### src/rtl/core/bdq_pkg.sv
// ----------------------------------------------------------------------------
// bdq_pkg
// Shared types and constants for the bounded deque with search: operation
// codes, status codes and the field widths of the request and result streams.
// ----------------------------------------------------------------------------
package bdq_pkg;

    // field widths
    localparam int FUNC_W    = 3;
    localparam int VALUE_W   = 32;
    localparam int POS_W     = 4;
    localparam int STATUS_W  = 2;
    localparam int COUNT_W   = 5;
    localparam int RES_W     = VALUE_W + POS_W + 1 + STATUS_W + COUNT_W;
    localparam int M_TDATA_W = ((RES_W + 7) / 8) * 8;
    localparam int PAD_W     = M_TDATA_W - RES_W;

    // operation selected by a request
    typedef enum logic [FUNC_W-1:0] {
        FN_PUSH_BACK  = 3'd0,
        FN_PUSH_FRONT = 3'd1,
        FN_POP_FRONT  = 3'd2,
        FN_POP_BACK   = 3'd3,
        FN_SEARCH     = 3'd4,
        FN_EVEN_FRONT = 3'd5,
        FN_EVEN_BACK  = 3'd6,
        FN_ORDERED    = 3'd7
    } func_t;

    // result status
    typedef enum logic [STATUS_W-1:0] {
        STS_OK    = 2'd0,
        STS_EMPTY = 2'd1,
        STS_FULL  = 2'd2
    } status_t;

endpackage

### src/rtl/core/bounded_deque_with_search.sv
// States per request: a push, or any request on an empty queue, goes IDLE, START,
// DONE; a pop adds POP after START; search / even / order check walk entries in SCAN.
// Throughput: one request at a time; the ring memory's single read port walks
// one entry per cycle, so a scan reads every live entry when nothing hits.
// Reset (aresetn low, synchronous): queue empty, head at slot 0, no result
// pending. Ring contents are not cleared and are only read once written.
// ----------------------------------------------------------------------------
// bounded_deque_with_search
// Double-ended queue of signed 32-bit values held in a ring memory with a
// head pointer and a count, with a sequencer that scans entries one per cycle.
// ----------------------------------------------------------------------------
module bounded_deque_with_search #(
    parameter int DEPTH = 16
) (
    input  logic                           aclk,
    input  logic                           aresetn,
    // request stream
    input  logic                           s_axis_tvalid,
    output logic                           s_axis_tready,
    input  logic [bdq_pkg::VALUE_W-1:0]    s_axis_tdata,   // [31:0] value
    input  logic [bdq_pkg::FUNC_W-1:0]     s_axis_tuser,   // [2:0] func
    // result stream
    output logic                           m_axis_tvalid,
    input  logic                           m_axis_tready,
    // [31:0] data, [35:32] position, [36] found, [38:37] status,
    // [43:39] count, [47:44] zero
    output logic [bdq_pkg::M_TDATA_W-1:0]  m_axis_tdata
);

    localparam int PW = $clog2(DEPTH);
    localparam int CW = $clog2(DEPTH + 1);

    typedef enum logic [2:0] {
        ST_IDLE,
        ST_START,
        ST_SCAN,
        ST_POP,
        ST_DONE
    } state_t;

    state_t                           state_reg;
    bdq_pkg::func_t                   func_reg;
    logic [bdq_pkg::VALUE_W-1:0]      value_reg;
    logic [PW-1:0]                    head_reg;
    logic [CW-1:0]                    count_reg;
    logic [PW-1:0]                    ptr_reg;
    logic [PW-1:0]                    idx_reg;
    logic [PW-1:0]                    rd_idx_reg;
    logic                             rd_vld_reg;
    logic [CW-1:0]                    iss_left_reg;
    logic [CW-1:0]                    chk_left_reg;
    logic                             first_reg;
    logic [bdq_pkg::VALUE_W-1:0]      prev_reg;
    logic [bdq_pkg::VALUE_W-1:0]      rdata_reg;
    logic [bdq_pkg::VALUE_W-1:0]      res_data_reg;
    logic [bdq_pkg::POS_W-1:0]        res_pos_reg;
    logic                             res_found_reg;
    bdq_pkg::status_t                 res_status_reg;
    logic                             m_tvalid_reg;
    logic [bdq_pkg::M_TDATA_W-1:0]    m_tdata_reg;

    logic [bdq_pkg::VALUE_W-1:0]      mem [DEPTH];

    function automatic logic [PW-1:0] ring_inc(input logic [PW-1:0] p);
        return (p == PW'(DEPTH - 1)) ? '0 : p + 1'b1;
    endfunction

    function automatic logic [PW-1:0] ring_dec(input logic [PW-1:0] p);
        return (p == '0) ? PW'(DEPTH - 1) : p - 1'b1;
    endfunction

    // decoded request
    logic is_push, is_pop, is_back, full, empty;
    assign is_push = (func_reg == bdq_pkg::FN_PUSH_BACK) || (func_reg == bdq_pkg::FN_PUSH_FRONT);
    assign is_pop  = (func_reg == bdq_pkg::FN_POP_FRONT) || (func_reg == bdq_pkg::FN_POP_BACK);
    assign is_back = (func_reg == bdq_pkg::FN_POP_BACK) || (func_reg == bdq_pkg::FN_EVEN_BACK);
    assign full    = (count_reg == CW'(DEPTH));
    assign empty   = (count_reg == '0);

    // ring slot of the tail (push back) or of the last entry (back reads)
    logic [PW:0]   addr_sum;
    logic [PW-1:0] ring_addr;
    always_comb begin
        addr_sum = {1'b0, head_reg} + (PW+1)'(count_reg) - (PW+1)'(is_back);
        if (addr_sum >= (PW+1)'(DEPTH)) begin
            ring_addr = PW'(addr_sum - (PW+1)'(DEPTH));
        end else begin
            ring_addr = PW'(addr_sum);
        end
    end

    // memory port control
    logic                        wr_en, rd_en;
    logic [PW-1:0]               wr_addr, rd_addr;
    logic                        issue;
    assign issue   = (state_reg == ST_SCAN) && (iss_left_reg != '0);
    assign wr_en   = (state_reg == ST_START) && is_push && !full;
    assign wr_addr = (func_reg == bdq_pkg::FN_PUSH_FRONT) ? ring_dec(head_reg) : ring_addr;
    assign rd_en   = issue || ((state_reg == ST_START) && is_pop && !empty);
    assign rd_addr = (state_reg == ST_SCAN) ? ptr_reg :
                     ((func_reg == bdq_pkg::FN_POP_FRONT) ? head_reg : ring_addr);

    // ring memory, registered read
    always_ff @(posedge aclk) begin
        if (wr_en) begin
            mem[wr_addr] <= value_reg;
        end
        if (rd_en) begin
            rdata_reg <= mem[rd_addr];
        end
    end

    // shared compare on the entry just read
    logic hit;
    always_comb begin
        unique case (func_reg)
            bdq_pkg::FN_SEARCH:     hit = (rdata_reg == value_reg);
            bdq_pkg::FN_EVEN_FRONT,
            bdq_pkg::FN_EVEN_BACK:  hit = !rdata_reg[0];
            bdq_pkg::FN_ORDERED:    hit = !first_reg && ($signed(prev_reg) < $signed(rdata_reg));
            default:                hit = 1'b0;
        endcase
    end

    logic out_free;
    assign out_free = !m_tvalid_reg || m_axis_tready;

    // sequencer, queue pointers and result registers
    always_ff @(posedge aclk) begin
        if (!aresetn) begin
            state_reg    <= ST_IDLE;
            head_reg     <= '0;
            count_reg    <= '0;
            rd_vld_reg   <= 1'b0;
            m_tvalid_reg <= 1'b0;
        end else begin
            rd_vld_reg <= issue;

            // result register: load when done, clear once taken
            if ((state_reg == ST_DONE) && out_free) begin
                m_tvalid_reg <= 1'b1;
            end else if (m_axis_tready) begin
                m_tvalid_reg <= 1'b0;
            end

            unique case (state_reg)
                ST_IDLE: begin
                    if (s_axis_tvalid) begin
                        func_reg  <= bdq_pkg::func_t'(s_axis_tuser);
                        value_reg <= s_axis_tdata;
                        state_reg <= ST_START;
                    end
                end

                ST_START: begin
                    res_data_reg <= '0;
                    res_pos_reg  <= '0;
                    if (is_push) begin
                        // push, or drop when full
                        res_found_reg  <= 1'b0;
                        res_status_reg <= full ? bdq_pkg::STS_FULL : bdq_pkg::STS_OK;
                        if (!full) begin
                            count_reg <= count_reg + 1'b1;
                            if (func_reg == bdq_pkg::FN_PUSH_FRONT) begin
                                head_reg <= ring_dec(head_reg);
                            end
                        end
                        state_reg <= ST_DONE;
                    end else if (empty) begin
                        // empty queue counts as ordered
                        res_status_reg <= bdq_pkg::STS_EMPTY;
                        res_found_reg  <= (func_reg == bdq_pkg::FN_ORDERED);
                        state_reg      <= ST_DONE;
                    end else if (is_pop) begin
                        res_found_reg  <= 1'b0;
                        res_status_reg <= bdq_pkg::STS_OK;
                        state_reg      <= ST_POP;
                    end else begin
                        // set up the walk over the live entries
                        res_found_reg  <= 1'b0;
                        res_status_reg <= bdq_pkg::STS_OK;
                        if (func_reg == bdq_pkg::FN_EVEN_BACK) begin
                            ptr_reg <= ring_addr;
                            idx_reg <= PW'(count_reg - 1'b1);
                        end else begin
                            ptr_reg <= head_reg;
                            idx_reg <= '0;
                        end
                        iss_left_reg <= count_reg;
                        chk_left_reg <= count_reg;
                        first_reg    <= 1'b1;
                        state_reg    <= ST_SCAN;
                    end
                end

                ST_POP: begin
                    res_data_reg <= rdata_reg;
                    count_reg    <= count_reg - 1'b1;
                    if (func_reg == bdq_pkg::FN_POP_FRONT) begin
                        head_reg <= ring_inc(head_reg);
                    end
                    state_reg <= ST_DONE;
                end

                ST_SCAN: begin
                    // read side: one entry per cycle
                    if (issue) begin
                        iss_left_reg <= iss_left_reg - 1'b1;
                        rd_idx_reg   <= idx_reg;
                        if (func_reg == bdq_pkg::FN_EVEN_BACK) begin
                            ptr_reg <= ring_dec(ptr_reg);
                            idx_reg <= idx_reg - 1'b1;
                        end else begin
                            ptr_reg <= ring_inc(ptr_reg);
                            idx_reg <= idx_reg + 1'b1;
                        end
                    end
                    // check side: in the cycle after the read
                    if (rd_vld_reg) begin
                        prev_reg     <= rdata_reg;
                        first_reg    <= 1'b0;
                        chk_left_reg <= chk_left_reg - 1'b1;
                        if (hit) begin
                            res_found_reg <= (func_reg != bdq_pkg::FN_ORDERED);
                            res_pos_reg   <= (func_reg != bdq_pkg::FN_ORDERED) ?
                                             bdq_pkg::POS_W'(rd_idx_reg) : '0;
                            res_data_reg  <= ((func_reg == bdq_pkg::FN_EVEN_FRONT) ||
                                              (func_reg == bdq_pkg::FN_EVEN_BACK)) ?
                                             rdata_reg : '0;
                            state_reg     <= ST_DONE;
                        end else if (chk_left_reg == CW'(1)) begin
                            res_found_reg <= (func_reg == bdq_pkg::FN_ORDERED);
                            state_reg     <= ST_DONE;
                        end
                    end
                end

                ST_DONE: begin
                    if (out_free) begin
                        m_tdata_reg  <= {bdq_pkg::PAD_W'(0),
                                         bdq_pkg::COUNT_W'(count_reg),
                                         res_status_reg,
                                         res_found_reg,
                                         res_pos_reg,
                                         res_data_reg};
                        state_reg    <= ST_IDLE;
                    end
                end

                default: begin
                    state_reg <= ST_IDLE;
                end
            endcase
        end
    end

    assign s_axis_tready = (state_reg == ST_IDLE);
    assign m_axis_tvalid = m_tvalid_reg;
    assign m_axis_tdata  = m_tdata_reg;

endmodule

### config.mk
export PLATFORM = sky130hd
export DESIGN_NAME = bounded_deque_with_search
export DESIGN_NICKNAME = d
export VERILOG_FILES = /design/src/rtl/core/bdq_pkg.sv /design/src/rtl/core/bounded_deque_with_search.sv
export SDC_FILE = /design/constraint.sdc
export NUM_CORES = 1
export LEC_CHECK = 0
export ABC_AREA = 1
export BUFFER_PORTS_ARGS = -buffer_cell sky130_fd_sc_hd__buf_2
export CORE_MARGIN = 5
export CORE_UTILIZATION = 35
export CTS_CLUSTER_DIAMETER = 120
export DETAILED_ROUTE_END_ITERATION = 8
export PLACE_DENSITY_LB_ADDON = 0.15
export REMOVE_ABC_BUFFERS = 1
export SLEW_MARGIN = 20
export SYNTH_ARGS = -nofsm -noshare
export SYNTH_HDL_FRONTEND = slang
export SYNTH_SLANG_ARGS = --single-unit
export TNS_END_PERCENT = 5
### constraint.sdc
create_clock -name aclk -period 6.65 [get_ports aclk]
set_input_delay 1.33 -clock aclk [delete_from_list [all_inputs] [get_ports aclk]]
set_output_delay 1.33 -clock aclk [all_outputs]
set_load 0.02 [all_outputs]
-- Word-level counts from Yosys, hierarchy flattened
Memory sizes are Yosys's and may differ from the RTL's. A register that Yosys moved wholly into a read port is not among the register bits.
Index checks and enable logic that the tools add are counted.
- add/sub/neg operators: 13
- magnitude comparators: 2
- eq/ne operators: 30
- muxes and demuxes: 73
- reductions and logical operators: 42
- operators with widths (kind ; count):
    two-way mux 4 bit ; 27
    two-way mux 32 bit ; 3
    one-hot mux 32 bit (3 select lines) ; 1
    two-way mux 5 bit ; 7
    == test 32 bit ; 1
    < comparator 32 bit ; 1
    one-hot mux 4 bit (2 select lines) ; 4
    one-hot mux 5 bit (2 select lines) ; 3
    inequality test 2 bit, second input constant ; 12
    two-way mux 3 bit ; 7
    AND reduction 4 bit ; 4
    subtractor 4 x 1 -> 4 bit, second input constant ; 4
    == test 3 bit, second input constant ; 5
    two-way mux 1 bit ; 15
    one-hot mux 3 bit (5 select lines) ; 1
    AND reduction 3 bit ; 5
    subtractor 5 x 1 -> 5 bit, second input constant ; 3
    adder 4 x 1 -> 4 bit, second input constant ; 3
    == test 3 x 2 -> 1 bit, second input constant ; 4
    AND reduction 6 bit ; 2
    == test 4 bit, second input constant ; 2
    zero test 4 bit ; 2
    logical AND 1 bit ; 7
    == test 3 x 1 -> 1 bit, second input constant ; 2
    other kinds (21) ; 35
- bits in registers: 187
- memory bits (writable): 512
- memories: 1
- memory list (memory ; depth ; bits a word ; rd ports ; clocked after memory_dff ; write ports ; line ; source):
    mem ; 16 ; 32 ; 1 ; 1 ; 1 ; bounded_deque_with_search.sv:62 ; logic [bdq_pkg::VALUE_W-1:0] mem [DEPTH];

-- Logic depth before layout (Yosys ltp)
Gate-level depths: netlist of the first run.
- depth after elaboration: 10
- depth in mapped cells: 20
- gate-level depth less buffers: 20

-- Worst setup path after synthesis of the first run
Ideal clock, no wire load.
- path kind: input to register
- from: input aresetn
- to: register m_tdata_reg, in the netlist m_axis_tdata[0] (enable)
- library setup time: 500 ps
- arrival time: 4920 ps
- required time: 6150 ps
- setup slack: 1230 ps
- stages on the path: 4
- path buffers: 2
- path through: clkbuf_1 > inv_1 > clkbuf_1 > nor3_1
- longest elaborated chain between the ends: 1
- ends and longest elaborated chain (what ; line ; source):
    start: declaration ; bounded_deque_with_search.sv:16 ; input logic aresetn,
    AND reduction 3 bit (no source line) ; - ;
    end signal: assignment ; bounded_deque_with_search.sv:240 ; m_tdata_reg <= {bdq_pkg::PAD_W'(0),
    end: declaration ; bounded_deque_with_search.sv:60 ; logic [bdq_pkg::M_TDATA_W-1:0] m_tdata_reg;
Every way passes these cells.
A chain may end at the register's enable or synchronous reset.

-- Final worst setup path of the first run
- from: register func_reg[2]
- to: register rdata_reg[9] in the netlist's numbering, read port of mem, data pin
- longest elaborated chain between the ends: 7
- ends and longest elaborated chain (what ; line ; source):
    start: declaration ; bounded_deque_with_search.sv:42 ; bdq_pkg::func_t func_reg;
    start signal: assignment ; bounded_deque_with_search.sv:149 ; func_reg <= bdq_pkg::func_t'(s_axis_tuser);
    == test 3 x 2 -> 1 bit or == test 3 bit (tied branches) ; bounded_deque_with_search.sv:75, bounded_deque_with_search.sv:76 ;
    logical OR 1 bit ; bounded_deque_with_search.sv:76 ; assign is_back = (func_reg == bdq_pkg::FN_POP_BACK) || (func_reg == bdq_pkg::FN_EVEN_BACK);
    subtractor 5 x 1 -> 5 bit ; bounded_deque_with_search.sv:84 ; addr_sum = {1'b0, head_reg} + (PW+1)'(count_reg) - (PW+1)'(is_back);
    subtractor 4 x 1 -> 4 bit or greater-or-equal comparator 5 bit (tied branches) ; bounded_deque_with_search.sv:86, bounded_deque_with_search.sv:85 ;
    two-way mux 4 bit ; bounded_deque_with_search.sv:85 ; if (addr_sum >= (PW+1)'(DEPTH)) begin
    two-way mux 4 bit ; bounded_deque_with_search.sv:101 ; ((func_reg == bdq_pkg::FN_POP_FRONT) ? head_reg : ring_addr);
    two-way mux 4 bit ; bounded_deque_with_search.sv:100 ; assign rd_addr = (state_reg == ST_SCAN) ? ptr_reg :
    end: declaration ; bounded_deque_with_search.sv:54 ; logic [bdq_pkg::VALUE_W-1:0] rdata_reg;
Several ways; a longest one is shown, not always the timed one.

==> run_results.csv, run 1 <==
group,metric,value,unit
setup_path,cp_max_fo,129,
cts,path_clk_slew,60,ps
power_and_ir_drop,p_leak,12.4,nW
cts,cts_tree,"yes",
cts,clkLatencyLatePin,650,ps
global_route,grt_pass1_vias,18600,
synthesis,yosysWarnings,0,
setup_path,start_kind,"flip-flop",
sta,fmax,209,MHz
die,die_x,305,um
sta,rsz0062_at_grt,"no",
final_layout,nets,2561,
synthesis,synth_edf_count,717,
sta,finalHoldViolations,0,
sta,fin_crit,4790,ps
setup_path,cp_slowest_cell,"nand2_8",
power_and_ir_drop,power_density,451,nW/um^2
routing,drc,0,
final_layout,top_register,"mem",
synthesis,seq_area_frac_synth,71.4,%
setup_path,critPathLaunch,"func_reg[2]$_DFFE_PP_",
global_route,grt_pass1_wl,123000,um
setup_path,required,7040,ps
cts,post_cts_buffers,0,
final_layout,layout-drive-gt1-share,12.5,%
setup_path,crit_path_cell_trace,"inv_2 > nor3_1 > inv_2 > o21ai_0 > ha_1 > inv_1 > ha_1 > inv_1 > a21oi_2 > o21ai_4 > buf_4 > nand2_8 > buf_4 > o211ai_1 > nand3_1 > o211ai_1 > nand2_1",
synthesis,netlist-cell-type-count,50,
synthesis,async_flop_share,0,%
die,start_util,35.2,%
setup_path,crit_type,"flip-flop to flip-flop",
routing,avgViaCountPerCell,5.06,
place,portBuffers,84,
worst_hold_path,min_from,"res_data_reg[18]$_DFFE_PP_",
cts,cts_htree_levels,3,
synthesis,synth_top_area_cell,"edfxtp_1",
final_layout,largest_reg_flops,512,
synthesis,yosys-top-cells-count,"717 x edfxtp_1, 315 x nand2_1, 281 x inv_1",
synthesis,syn_inst,2367,
sta,tightest_slew,1110,ps
cts,cts_resized,0,
setup_path,cpPeakStageDelay,630,ps
sta,setup_viol,0,
final_layout,instances_no_fill,3687,
die,core,86600,sq um
sta,maxSlewHeadroom,25.6,%
sta,worst_slack,1860,ps
setup_path,reg2reg_from,"func_reg[2]$_DFFE_PP_",
power_and_ir_drop,peakVddDrop,0.000318,V
routing,ant_nets,0,
global_route,gr-total-overflow,0,
cts,clock_sinks,731,
routing,via_count,18600,
final_layout,areaGrowthSynthToFinish,15.1,%
routing,drtIter0Drc,1433,
place,dp.cells,3540,
synthesis,synth_flop_cell,"edfxtp_1",
global_route,antenna_found_initial,2,
global_route,grt_max_degree,130,
routing,drt_first_pass_iters,5,
run,cap_violations,0,
routing,routed_wl,82400,um
place,place_ws,1580,ps
sta,fin_skew,24.3,ps
synthesis,avgSynthCellArea,12.9,sq um
setup_path,arrival,5170,ps
final_layout,antennaDiodeCount,0,
setup_path,cp_top_family,"buffers and inverters",
synthesis,synth_area,30500,sq um
place,gp_congestion,0.773,
outcome,status,"completed",
die,num_rows,108,
worst_hold_path,hold_path.class,"flip-flop to flip-flop",
synthesis,synth.area.top_cells,"edfxtp_1 71%, o211ai_1 5.3%, nand2_1 3.9%",
global_route,grt_usage,17.4,%
die,die_y,305,um
die,io_pins,89,
cts,clock_path_buffers,3,
place,dp_hpwl,47900,um
cts,hold_buffers,0,
setup_path,path_buf_inv,6,
sta,drv_slew,0,
routing,routedWlPerCell,22.3,um
cts,root_buffer,"clkbuf_16",
setup_path,crit_path_end_kind,"flip-flop",
cts,cts-buffers-inserted,81,
synthesis,synth-seq-cells,731,
die,die_area,93200,sq um
synthesis,yosysMostFrequentCell,"edfxtp_1",
synthesis,synth_top_area_share,70.5,%
sta,fin_crit_sh,72.0,%
cell type report:
type / instances / area [sq um]
Fill cell: 7996 / 51500
Sequential cell: 731 / 21800
Multi-Input combinational cell: 1218 / 7180
Clock buffer: 94 / 2080
Tap cell: 1155 / 1450
Inverter: 292 / 1100
Timing Repair Buffer: 145 / 936
Clock inverter: 52 / 596
cell usage in the layout, fill, tap and decap left out, types with 12 or more instances in the layout:
cell type | synthesis | final
a21oi_1 | 112 | 111
buf_2 | 61 | 84
buf_4 | 14 | 57
clkbuf_1 | 45 | 13
clkbuf_16 | 0 | 81
clkinv_1 | 1 | 18
clkinv_2 | 0 | 14
dfxtp_1 | 14 | 14
edfxtp_1 | 717 | 717
ha_1 | 51 | 51
inv_1 | 281 | 280
nand2_1 | 315 | 314
nand3_1 | 95 | 95
nor2_1 | 193 | 175
nor2_4 | 1 | 19
o211ai_1 | 217 | 217
o21ai_0 | 42 | 42
o311ai_1 | 29 | 29
o31ai_1 | 46 | 46
xnor2_1 | 12 | 12
xor2_1 | 17 | 17
final timing paths:
check	to	slack (ps)	cells past startpoint
max	rdata_reg[9]$_DFFE_PP_	1860	17
min	m_axis_tdata[18]$_DFFE_PP_	410	0
max reg2reg	rdata_reg[9]$_DFFE_PP_	1860	17
min reg2reg	m_axis_tdata[18]$_DFFE_PP_	410	0
kinds of logic after synthesis:
family / after synthesis / share of synthesized area, %
compound gates: 500 / 11.3
simple gates: 632 / 8.44
fa+ha+maj: 53 / 2.22
other cells: 1 / 0.0123
flops: 731 / 71.4
xor+xnor: 29 / 0.832
buf+inv: 421 / 5.75
layer usage:
metal / up-vias / GRT usage (%) / share of wire (%)
li1: 8788 / - / -
met1: 9232 / 25.4 / 47
met2: 497 / 26.8 / 45
met3: 130 / 2.85 / 5.4
met4: 0 / 5.51 / 2.8
met5: - / 0 / 0
through the flow:
| stage | hold WS [ps] | total power, mW | util, % | setup TNS, ps | cell area [sq um] |
|---|---|---|---|---|---|
| finish | 414 | 15.9 | 40.6 | 0 | 35100 |
| global route | 421 | 16.8 | 40.6 | 0 | 35100 |
| CTS | 418 | 16.0 | 40.5 | 0 | 35100 |
| detailed placement | 405 | 11.5 | 37.5 | 0 | 32400 |
| global placement | 406 | 11.4 | 37.4 | 0 | 32400 |
| floorplan | 400 | 9.40 | - | -12830 | 29900 |
worst register-to-register path, stage by stage, from the launching register on:
cell and delay, ps:
edfxtp_1 510, inv_2 60, nor3_1 310, inv_2 150
o21ai_0 130, ha_1 270, inv_1 70, ha_1 250
inv_1 100, a21oi_2 80, o21ai_4 60, buf_4 520
nand2_8 660, buf_4 560, o211ai_1 460, nand3_1 140
o211ai_1 130, nand2_1 70
where the power goes:
| part | leakage (nW) | total [mW] | switching [mW] | internal, mW |
|---|---|---|---|---|
| Sequential | 6.60 | 5.93 | 0.245 | 5.68 |
| Clock | 1.31 | 4.53 | 1.88 | 2.65 |
| Combinational | 4.51 | 5.41 | 3.85 | 1.56 |
| Total | 12.4 | 15.9 | 5.98 | 9.89 |
Power figures use the tool's default switching activity.
==> inputs of run 2 (changes only) <==
--- a/config.mk
+++ b/config.mk
@@ -5,7 +5,7 @@
 export SDC_FILE = /design/constraint.sdc
 export NUM_CORES = 1
 export LEC_CHECK = 0
-export ABC_AREA = 1
+export ABC_AREA = 0
 export BUFFER_PORTS_ARGS = -buffer_cell sky130_fd_sc_hd__buf_2
 export CORE_MARGIN = 5
 export CORE_UTILIZATION = 35
==> constraint.sdc (replaced) <==
create_clock -name aclk -period 4.4 [get_ports aclk]
set_input_delay 0.88 -clock aclk [delete_from_list [all_inputs] [get_ports aclk]]
set_output_delay 0.88 -clock aclk [all_outputs]
set_load 0.02 [all_outputs]
==> run_results.csv, run 2 <==
group,metric,value,unit
global_route,gr-total-overflow,0,
synthesis,netlist-cell-type-count,66,
final_layout,top_register,"mem",
power_and_ir_drop,p_seq_share,49.2,%
cts,path_clk_slew,60,ps
sta,tightest_slew,839,ps
cts,root_buffer,"clkbuf_16",
setup_path,cpPeakStageDelay,510,ps
synthesis,synth.area.top_cells,"edfxtp_1 73%, nand2_1 6.2%, nand3_1 3.4%",
cts,clock_path_buffers,3,
setup_path,cp_max_fo,14,
synthesis,yosysWarnings,0,
die,core,83400,sq um
die,start_util,35.2,%
power_and_ir_drop,p_switching,3.87,mW
sta,fin_crit_sh,85.8,%
cts,hold_buffers,0,
setup_path,crit_path_end_kind,"flip-flop",
power_and_ir_drop,switching_share,24.3,%
routing,drt-met1-wl,36800,um
die,die_y,300,um
global_route,grt_max_degree,65,
setup_path,cp_top_family,"adder cells",
final_layout,nets,2380,
setup_path,crit_path_cell_trace,"xor2_1 > and2_1 > ha_1 > inv_1 > ha_1 > fa_1 > xor2_1 > mux2_2 > mux2i_1 > nor2_4 > buf_4 > nand3_1 > nand4_1 > o21ai_1",
setup_path,start_kind,"flip-flop",
final_layout,largest_reg_flops,512,
synthesis,synth-seq-cells,731,
final_layout,final_cell_mix,"717 x edfxtp_1, 488 x nand2_1, 200 x nand3_1",
sta,fin_crit,3770,ps
worst_hold_path,hold_path.class,"primary input to flip-flop",
setup_path,path_buf_inv,2,
sta,hold_slack,413,ps
die,die_area,89900,sq um
synthesis,async_flop_share,0,%
sta,finalHoldViolations,0,
cts,post_cts_buffers,0,
final_layout,final_util,41.1,%
global_route,grt_pass1_wl,119000,um
cts,clkLatencyLatePin,640,ps
synthesis,syn_inst,2141,
setup_path,arrival,4130,ps
final_layout,antennaDiodeCount,0,
sta,rsz0062_at_grt,"no",
synthesis,yosysMostFrequentCell,"edfxtp_1",
place,portBuffers,84,
final_layout,multi_input_area,7020,sq um
sta,fmax,265,MHz
cts,cts_resized,0,
routing,avgViaCountPerCell,5.15,
setup_path,required,4750,ps
power_and_ir_drop,p_leak,12.0,nW
synthesis,synth_flop_cell,"edfxtp_1",
global_route,grt_pass1_vias,17800,
global_route,grt_usage,17.8,%
synthesis,seq_area_frac_synth,74.2,%
final_layout,layout-drive-gt1-share,13.7,%
place,gp_congestion,0.799,
final_layout,areaGrowthSynthToFinish,16.7,%
power_and_ir_drop,power.internal,12.1,mW
sta,drv_slew,0,
routing,routedWlPerCell,23.7,um
routing,drc,0,
synthesis,synth_top_area_cell,"edfxtp_1",
routing,via_count,17700,
power_and_ir_drop,power_density,465,nW/um^2
run,cap_violations,0,
setup_path,cp_slowest_cell,"edfxtp_1",
synthesis,yosys-top-cells-count,"717 x edfxtp_1, 488 x nand2_1, 200 x nand3_1",
synthesis,avgSynthCellArea,13.7,sq um
sta,maxSlewHeadroom,44.0,%
die,die_x,300,um
die,num_rows,106,
cts,clock_sinks,731,
routing,top_layer,"met5",
place,dp_hpwl,47900,um
global_route,antenna_found_initial,3,
routing,drtIter0Drc,1564,
routing,ant_nets,0,
synthesis,synth_top_area_share,73.3,%
final_layout,fill_cells,7580,
cts,cts-buffers-inserted,82,
synthesis,synth_area,29400,sq um
final_layout,ff_latch_area,21800,sq um
die,io_pins,89,
routing,route.met3.wl,4380,um
routing,drt_first_pass_iters,6,
routing,routed_wl,81100,um
outcome,status,"completed",
cts,cts_htree_levels,3,
final_layout,layout_commonest_cell,"edfxtp_1",
power_and_ir_drop,comb_power_share,9.3,%
routing,wl_met2,37800,um
setup_path,crit_type,"flip-flop to flip-flop",
cts,cts_tree,"yes",
power_and_ir_drop,peakVddDrop,0.000270,V
sta,setup_viol,0,
power_and_ir_drop,clockPowerShare,41.5,%
sta,fin_skew,30.5,ps
synthesis,synth_edf_count,717,
==> run 2: cell types whose count changed after synthesis, moves of 29 or more <==
cell	before	now
nand3_1	95	200
nand2_1	315	488
a21oi_1	112	41
inv_1	281	56
o211ai_1	217	8
nor2_1	193	85
nand4_1	7	71
a32oi_1	0	32
o31ai_1	46	3
mux2i_1	0	37
o21ai_1	1	34
o311ai_1	29	0
==> run 2: power groups by stage <==
| stage | clock network (mW) | registers [mW] | logic, mW |
|---|---|---|---|
| detailed placement | 0 | 7.99 | 1.49 |
| global placement | 0 | 7.99 | 1.49 |
| finish | 6.62 | 7.85 | 1.48 |
| global route | 7.07 | 7.85 | 1.63 |
| floorplan | 0 | 7.97 | 0.968 |
| CTS | 6.79 | 7.85 | 1.49 |
==> run 2: layout make-up <==
class / count / share of cell area, %
clock buffers: 97 / 6.27
clock inverters: 49 / 1.24
inverters: 59 / 0.646
multi-input cells: 1244 / 20.5
flip-flops and latches: 731 / 63.6
well taps: 1080 / 3.94
repair buffers: 170 / 3.86
==> run 2: cell families after synthesis <==
logic type / after synthesis / synth area share, %
other: 1 / 0.0128
multiplexers: 39 / 1.35
flip-flops: 731 / 74.2
AO/OA/AOI/OAI: 188 / 4.21
AND/OR/NAND/NOR: 907 / 13.7
adder cells (fa/ha/maj): 53 / 2.31
XOR/XNOR: 53 / 1.58
buffers and inverters: 169 / 2.61
==> run 2: path summary, 6_finish.rpt <==
| kind | end | slack, ps | cells after the start | startpoint |
|---|---|---|---|---|
| hold reg to reg | m_axis_tdata[9]$_DFFE_PP_ | 420 | 0 | res_data_reg[9]$_DFFE_PP_ |
| setup / recovery | rdata_reg[8]$_DFFE_PP_ | 630 | 14 | func_reg[0]$_DFFE_PP_ |
| setup reg to reg | rdata_reg[8]$_DFFE_PP_ | 630 | 14 | func_reg[0]$_DFFE_PP_ |
| hold / removal | value_reg[25]$_DFFE_PP_ | 410 | 1 | s_axis_tdata[25] |
==> run 2: routing by layer <==
metal	GRT usage (%)	vias up
met5	0	-
met4	5.53	2
li1	-	8176
met3	2.79	129
met2	28.7	499
met1	24.9	8872
==> run 2: metrics by stage <==
step	TNS [ps]	setup slack (ps)	total power, mW	std cells	cell area [sq um]
finish	0	625	15.9	3430	34300
CTS	0	624	16.1	3429	34300
global placement	0	723	9.47	3283	31700
floorplan	-98420	-3080	8.94	2034	28900
global route	0	415	16.6	3430	34300
detailed placement	0	645	9.48	3283	31700
